**src/frs2d_pkg.sv**
```systemverilog
// ----------------------------------------------------------------------------
// frs2d_pkg: shared types and codes of the 2-D Fenwick rectangle-sum block
// Holds the payload structs, the microcode control fields that pass from the
// sequencer to the datapath, and the status flags that pass back.
// ----------------------------------------------------------------------------
package frs2d_pkg;

    localparam int DATA_W = 32;
    localparam int CFG_W  = 7;
    localparam int PCW    = 5;

    localparam logic [CFG_W-1:0] COUNT_RST = 7'd64;

    // Configuration register indexes
    localparam logic CFG_ROW_COUNT = 1'b0;
    localparam logic CFG_COL_COUNT = 1'b1;

    // Item opcodes
    localparam logic OP_WRITE = 1'b0;
    localparam logic OP_QUERY = 1'b1;

    // Tree index register operations (row and column alike)
    localparam logic [1:0] IX_HOLD = 2'd0;
    localparam logic [1:0] IX_LOAD = 2'd1;
    localparam logic [1:0] IX_UP   = 2'd2;
    localparam logic [1:0] IX_DOWN = 2'd3;

    // Memory operations
    localparam logic [2:0] M_NONE    = 3'd0;
    localparam logic [2:0] M_CLEAR   = 3'd1;
    localparam logic [2:0] M_RD_CELL = 3'd2;
    localparam logic [2:0] M_WR_CELL = 3'd3;
    localparam logic [2:0] M_RD_TREE = 3'd4;
    localparam logic [2:0] M_WR_TREE = 3'd5;

    // Datapath register operations
    localparam logic [2:0] D_NONE  = 3'd0;
    localparam logic [2:0] D_INIT  = 3'd1;
    localparam logic [2:0] D_DELTA = 3'd2;
    localparam logic [2:0] D_Q_INC = 3'd3;
    localparam logic [2:0] D_EMIT  = 3'd4;

    typedef struct packed {
        logic        opcode;
        logic [5:0]  row_a;
        logic [5:0]  col_a;
        logic [5:0]  row_b;
        logic [5:0]  col_b;
        logic signed [31:0] value;
    } in_item_t;

    typedef struct packed {
        logic signed [31:0] sum;
        logic        status;
    } out_item_t;

    typedef struct packed {
        logic       take;
        logic [1:0] i_op;
        logic [1:0] j_op;
        logic [2:0] mem_op;
        logic [2:0] dp_op;
    } ctrl_t;

    typedef struct packed {
        logic start;
        logic flag;
        logic query;
        logic clr_more;
        logic i_over;
        logic j_over;
        logic i_zero;
        logic j_nz;
        logic q_last;
        logic out_free;
    } dp_flags_t;

endpackage

```
**src/frs2d_seq.sv**
```systemverilog
// ----------------------------------------------------------------------------
// frs2d_seq: microcode sequencer
// A step counter walks a read-only program. Each control word carries a jump
// condition, a target and the datapath controls for that step.
// ----------------------------------------------------------------------------
module frs2d_seq (
    input  logic                  clk,
    input  logic                  rst_n,
    input  frs2d_pkg::dp_flags_t  flags,
    output frs2d_pkg::ctrl_t      ctrl
);

    localparam int PCW = frs2d_pkg::PCW;

    // Jump conditions
    localparam logic [3:0] C_NONE     = 4'd0;
    localparam logic [3:0] C_ALWAYS   = 4'd1;
    localparam logic [3:0] C_NO_START = 4'd2;
    localparam logic [3:0] C_FLAG     = 4'd3;
    localparam logic [3:0] C_QUERY    = 4'd4;
    localparam logic [3:0] C_CLR_MORE = 4'd5;
    localparam logic [3:0] C_I_OVER   = 4'd6;
    localparam logic [3:0] C_J_OVER   = 4'd7;
    localparam logic [3:0] C_I_ZERO   = 4'd8;
    localparam logic [3:0] C_J_NZ     = 4'd9;
    localparam logic [3:0] C_Q_LAST   = 4'd10;
    localparam logic [3:0] C_OUT_FREE = 4'd11;

    // Program steps
    localparam logic [PCW-1:0] S_CLEAR      = 5'd0;
    localparam logic [PCW-1:0] S_IDLE       = 5'd1;
    localparam logic [PCW-1:0] S_CHECK      = 5'd2;
    localparam logic [PCW-1:0] S_DISPATCH   = 5'd3;
    localparam logic [PCW-1:0] S_W_RDCELL   = 5'd4;
    localparam logic [PCW-1:0] S_W_DELTA    = 5'd5;
    localparam logic [PCW-1:0] S_W_ROW      = 5'd6;
    localparam logic [PCW-1:0] S_W_COL      = 5'd7;
    localparam logic [PCW-1:0] S_W_RDTREE   = 5'd8;
    localparam logic [PCW-1:0] S_W_WRTREE   = 5'd9;
    localparam logic [PCW-1:0] S_W_NEXTROW  = 5'd10;
    localparam logic [PCW-1:0] S_Q_START    = 5'd11;
    localparam logic [PCW-1:0] S_Q_ROW      = 5'd12;
    localparam logic [PCW-1:0] S_Q_COL      = 5'd13;
    localparam logic [PCW-1:0] S_Q_NEXTROW  = 5'd14;
    localparam logic [PCW-1:0] S_Q_NEXT     = 5'd15;
    localparam logic [PCW-1:0] S_Q_LOOP     = 5'd16;
    localparam logic [PCW-1:0] S_DONE       = 5'd17;
    localparam logic [PCW-1:0] S_WAIT       = 5'd18;

    // A guarded word applies its controls only when its jump is taken.
    typedef struct packed {
        logic [3:0]       cond;
        logic [PCW-1:0]   target;
        logic             guard;
        frs2d_pkg::ctrl_t ctrl;
    } ucode_t;

    function automatic ucode_t ucode_rom(input logic [PCW-1:0] step);
        ucode_t w;
        w = '0;
        unique case (step)
            S_CLEAR:
            begin
                w.cond = C_CLR_MORE; w.target = S_CLEAR;
                w.ctrl.mem_op = frs2d_pkg::M_CLEAR;
            end
            S_IDLE:
            begin
                w.cond = C_NO_START; w.target = S_IDLE;
                w.ctrl.take = 1'b1;
            end
            S_CHECK:
            begin
                w.cond = C_FLAG; w.target = S_DONE;
                w.ctrl.dp_op = frs2d_pkg::D_INIT;
            end
            S_DISPATCH:
            begin
                w.cond = C_QUERY; w.target = S_Q_START;
            end
            S_W_RDCELL:
            begin
                w.ctrl.mem_op = frs2d_pkg::M_RD_CELL;
                w.ctrl.i_op   = frs2d_pkg::IX_LOAD;
            end
            S_W_DELTA:
            begin
                w.ctrl.mem_op = frs2d_pkg::M_WR_CELL;
                w.ctrl.dp_op  = frs2d_pkg::D_DELTA;
            end
            S_W_ROW:
            begin
                w.cond = C_I_OVER; w.target = S_DONE;
                w.ctrl.j_op = frs2d_pkg::IX_LOAD;
            end
            S_W_COL:
            begin
                w.cond = C_J_OVER; w.target = S_W_NEXTROW;
            end
            S_W_RDTREE:
            begin
                w.ctrl.mem_op = frs2d_pkg::M_RD_TREE;
            end
            S_W_WRTREE:
            begin
                w.cond = C_ALWAYS; w.target = S_W_COL;
                w.ctrl.mem_op = frs2d_pkg::M_WR_TREE;
                w.ctrl.j_op   = frs2d_pkg::IX_UP;
            end
            S_W_NEXTROW:
            begin
                w.cond = C_ALWAYS; w.target = S_W_ROW;
                w.ctrl.i_op = frs2d_pkg::IX_UP;
            end
            S_Q_START:
            begin
                w.ctrl.i_op = frs2d_pkg::IX_LOAD;
            end
            S_Q_ROW:
            begin
                w.cond = C_I_ZERO; w.target = S_Q_NEXT;
                w.ctrl.j_op = frs2d_pkg::IX_LOAD;
            end
            S_Q_COL:
            begin
                w.cond = C_J_NZ; w.target = S_Q_COL; w.guard = 1'b1;
                w.ctrl.mem_op = frs2d_pkg::M_RD_TREE;
                w.ctrl.j_op   = frs2d_pkg::IX_DOWN;
            end
            S_Q_NEXTROW:
            begin
                w.cond = C_ALWAYS; w.target = S_Q_ROW;
                w.ctrl.i_op = frs2d_pkg::IX_DOWN;
            end
            S_Q_NEXT:
            begin
                w.cond = C_Q_LAST; w.target = S_DONE;
                w.ctrl.dp_op = frs2d_pkg::D_Q_INC;
            end
            S_Q_LOOP:
            begin
                w.cond = C_ALWAYS; w.target = S_Q_START;
            end
            S_DONE:
            begin
                w.cond = C_OUT_FREE; w.target = S_IDLE; w.guard = 1'b1;
                w.ctrl.dp_op = frs2d_pkg::D_EMIT;
            end
            S_WAIT:
            begin
                w.cond = C_ALWAYS; w.target = S_DONE;
            end
            default:
            begin
                w.cond = C_ALWAYS; w.target = S_IDLE;
            end
        endcase
        return w;
    endfunction

    logic [PCW-1:0] pc_reg, pc_next;
    ucode_t         cw;
    logic           taken;

    always_comb
    begin
        cw = ucode_rom(pc_reg);
        unique case (cw.cond)
            C_ALWAYS:   taken = 1'b1;
            C_NO_START: taken = !flags.start;
            C_FLAG:     taken = flags.flag;
            C_QUERY:    taken = flags.query;
            C_CLR_MORE: taken = flags.clr_more;
            C_I_OVER:   taken = flags.i_over;
            C_J_OVER:   taken = flags.j_over;
            C_I_ZERO:   taken = flags.i_zero;
            C_J_NZ:     taken = flags.j_nz;
            C_Q_LAST:   taken = flags.q_last;
            C_OUT_FREE: taken = flags.out_free;
            default:    taken = 1'b0;
        endcase
        pc_next = taken ? cw.target : pc_reg + 1'b1;
        ctrl    = (cw.guard && !taken) ? '0 : cw.ctrl;
    end

    always_ff @(posedge clk or negedge rst_n)
    begin
        if (!rst_n)
        begin
            pc_reg <= S_CLEAR;
        end
        else
        begin
            pc_reg <= pc_next;
        end
    end

endmodule

```
**config.mk**
```make
export PLATFORM = sky130hd
export DESIGN_NAME = frs2d_seq
export DESIGN_NICKNAME = d
export VERILOG_FILES = /design/src/frs2d_pkg.sv /design/src/frs2d_seq.sv
export SDC_FILE = /design/constraint.sdc
export NUM_CORES = 1
export LEC_CHECK = 0
export BUFFER_PORTS_ARGS = -buffer_cell sky130_fd_sc_hd__buf_2
export CORE_MARGIN = 8
export CORE_UTILIZATION = 57
export DETAILED_ROUTE_END_ITERATION = 8
export HOLD_SLACK_MARGIN = 0.1
export PLACE_DENSITY = 0.83
export SLEW_MARGIN = 15
export SYNTH_ARGS = -nofsm -noshare
export SYNTH_HDL_FRONTEND = slang
export SYNTH_SLANG_ARGS = --single-unit
```
**constraint.sdc**
```tcl
create_clock -name clk -period 9.2 [get_ports clk]
set_clock_uncertainty 0.2 [all_clocks]
set_input_delay 0.46 -clock clk [delete_from_list [all_inputs] [get_ports clk]]
set_output_delay 0.46 -clock clk [all_outputs]
set_load 0.02 [all_outputs]
```
==> impl_metrics.tcl <==
set metrics [dict create \
    status "completed" \
    regToRegStartpoint "pc_reg[1]" \
    grtUsageTotal_pct 13.8 \
    wirelength_um 2440 \
    coreArea_um2 1520 \
    antenna_found_initial 0 \
    first_global_vias 898 \
    hold_path.class "input pin to asynchronous set/reset pin" \
    ys_types 46 \
    synth.area.top_cells "dfrtp_1, mux2i_1, ha_1" \
    numCtsBuffers 3 \
    nNetsFinal 161 \
    fill_cells 125 \
    synth_edf_count 0 \
    drv_cap 0 \
    viasPerCell 6.28 \
    tightest_slew_ns 0.832 \
    grt_pass1_wl_um 3890 \
    htree_levels 1 \
    min_period_ns 4.12 \
    grt_start_max_net_pins 27 \
    num_antenna_cells 0 \
    port_buffers 22 \
    rsz0062_at_grt "false" \
    synth_area_leader_cell "dfrtp_1" \
    final_cell_mix "buf_2, nor2_1, nand2_1" \
    ys.warnings.count 0 \
    powerDensity_nw_per_um2 406 \
    syn2layout_area_growth_pct 11.5 \
    row_count 14 \
    start_util_pct 61.2 \
    io_pins 23 \
    final_util_pct 68.3 \
    min_period_over_period_pct 44.8 \
    fin_area_um2 1040 \
    crit_path_start_kind "flip-flop" \
    final_common_cell "buf_2" \
    clk_latency_ns 0.24 \
    synth_top_cell_area_share_pct 13.4 \
    synth-main-ff-cell "dfrtp_1" \
    critPathArrivalTime_ns 3.46 \
    clockRootBuffer "clkbuf_4" \
    postCtsSetupRepairBufs 0 \
    drc 0 \
    vdd_drop_max_mv 0.226 \
    place_area_um2 1000 \
    fmax_mhz 242 \
    clkTransAtPathRegs_ns 0.04 \
    largest_reg_flops 5 \
    ys_seq_elements 5 \
    setup_tns_ns 0 \
    cts_buffer_depth 2 \
    regToRegEndpoint "pc_reg[0]" \
    dieArea_um2 3190 \
    vias 998 \
    slew_headroom_pct 44.5 \
    crit_path_max_fanout 15 \
    required_ns 8.54 \
    r2r_cells 9 \
    slew_violations 0 \
    syn_area_per_cell_um2 7.35 \
    worst_setup_path_end_kind "output port" \
    die_x_um 56.5 \
    cts_resized 0 \
    routabilityCongestion 0.857 \
    worstSetupPathType "flip-flop to output port" \
    tritoncts "built" \
    detail-route-antenna-nets 0 \
    p_leak_nw 0.493 \
    dr.pass1.iters 4 \
    synthArstFlopShare_pct 100 \
    rrSetupSlack_ns 5.65 \
    final-setup-viol-count 0 \
    routedWlPerCell_um 15.4 \
    drive_gt1_share_pct 20.3 \
    ys_seq_area_share_pct 13.4 \
    synthCells 127 \
    drtIter0Drc 66 \
    syn_area_um2 933 \
    hold_viol 0 \
    synth_nets 144 \
    overflow 0 \
    dp_hpwl_um 1770 \
    hold_buffers 1 \
    cts.sinks 5 \
    die_h_um 56.5 \
]
power by group:
part / switching (mW) / internal (mW)
Sequential: 0.0264 / 0.0313
Clock: 0.00785 / 0.0163
Combinational: 0.203 / 0.138
per-stage QoR:
stage | setup WS, ns | hold WS [ns] | instances | power, mW
floorplan | 5.78 | -0.0356 | 127 | 0.344
global placement | 5.47 | 0.0736 | 154 | 0.383
detailed placement | 5.35 | 0.0756 | 154 | 0.394
CTS | 5.09 | 0.354 | 159 | 0.420
global route | 4.81 | 0.367 | 159 | 0.457
finish | 5.08 | 0.363 | 159 | 0.423
critical path, stage by stage, from the launching register on:
cell      delay, ns
dfrtp_1        0.40
inv_1          0.09
ha_1           0.47
nand2b_1       0.17
a21oi_1        0.40
nor2_1         0.09
or3b_1         0.36
a32o_1         0.29
a211oi_4       0.55
a32oi_1        0.19
buf_2          0.20
cell families after synthesis:
group                      count (synthesis)  synth area share [%]
and+or+nand+nor                           46                  24.7
adders and majority gates                  5                  6.70
AOI/OAI and AO/OA                         43                  33.4
xor gates and xnor gates                   2                  1.88
muxes                                     11                  12.1
DFF                                        5                  13.4
buffers and inverters                     15                  7.91
area by class of cell:
type | count | area (um^2) | area share, %
inverter | 4 | 15.0 | 1.44
tap | 16 | 20.0 | 1.92
timing repair buffer | 23 | 120 | 11.5
sequential | 5 | 125 | 12.0
clock buffer | 4 | 26.3 | 2.52
multi-input combinational | 107 | 734 | 70.6
worst max-delay path by stage:
stage | from | endpoint | slack (ns)
after floorplan | pc_reg[0] | ctrl[9] | 5.78
after global placement | pc_reg[0] | ctrl[1] | 5.47
after detailed placement | pc_reg[1] | ctrl[5] | 5.35
after CTS | pc_reg[1] | ctrl[5] | 5.09
after global routing | pc_reg[1] | ctrl[9] | 4.81
final | pc_reg[1] | ctrl[1] | 5.08
metal layers:
layer  track usage (%)  routed length (um)  share of wire (%)
met1              17.9                1080                 44
met2              22.6                1230                 50
met3              1.35                 112                4.6
met4              5.15                  27                1.1
met5                 0                   0                  0
cells in the mapped netlist (2+ instances only):
cell,count
and3_1,2
a21o_1,3
o32ai_1,2
buf_1,2
nand2_1,12
buf_2,2
buf_6,2
a311oi_1,3
ha_1,5
a211oi_1,3
mux2i_1,9
mux2_1,2
clkbuf_1,5
o21ai_0,5
and2_1,2
a211o_1,2
o21bai_1,2
nor3_1,3
nor2b_1,3
a21oi_1,8
a31oi_1,4
inv_1,3
nor2_1,14
dfrtp_1,5
nand2b_1,3
No activity file was read; power rests on OpenSTA's default activity.
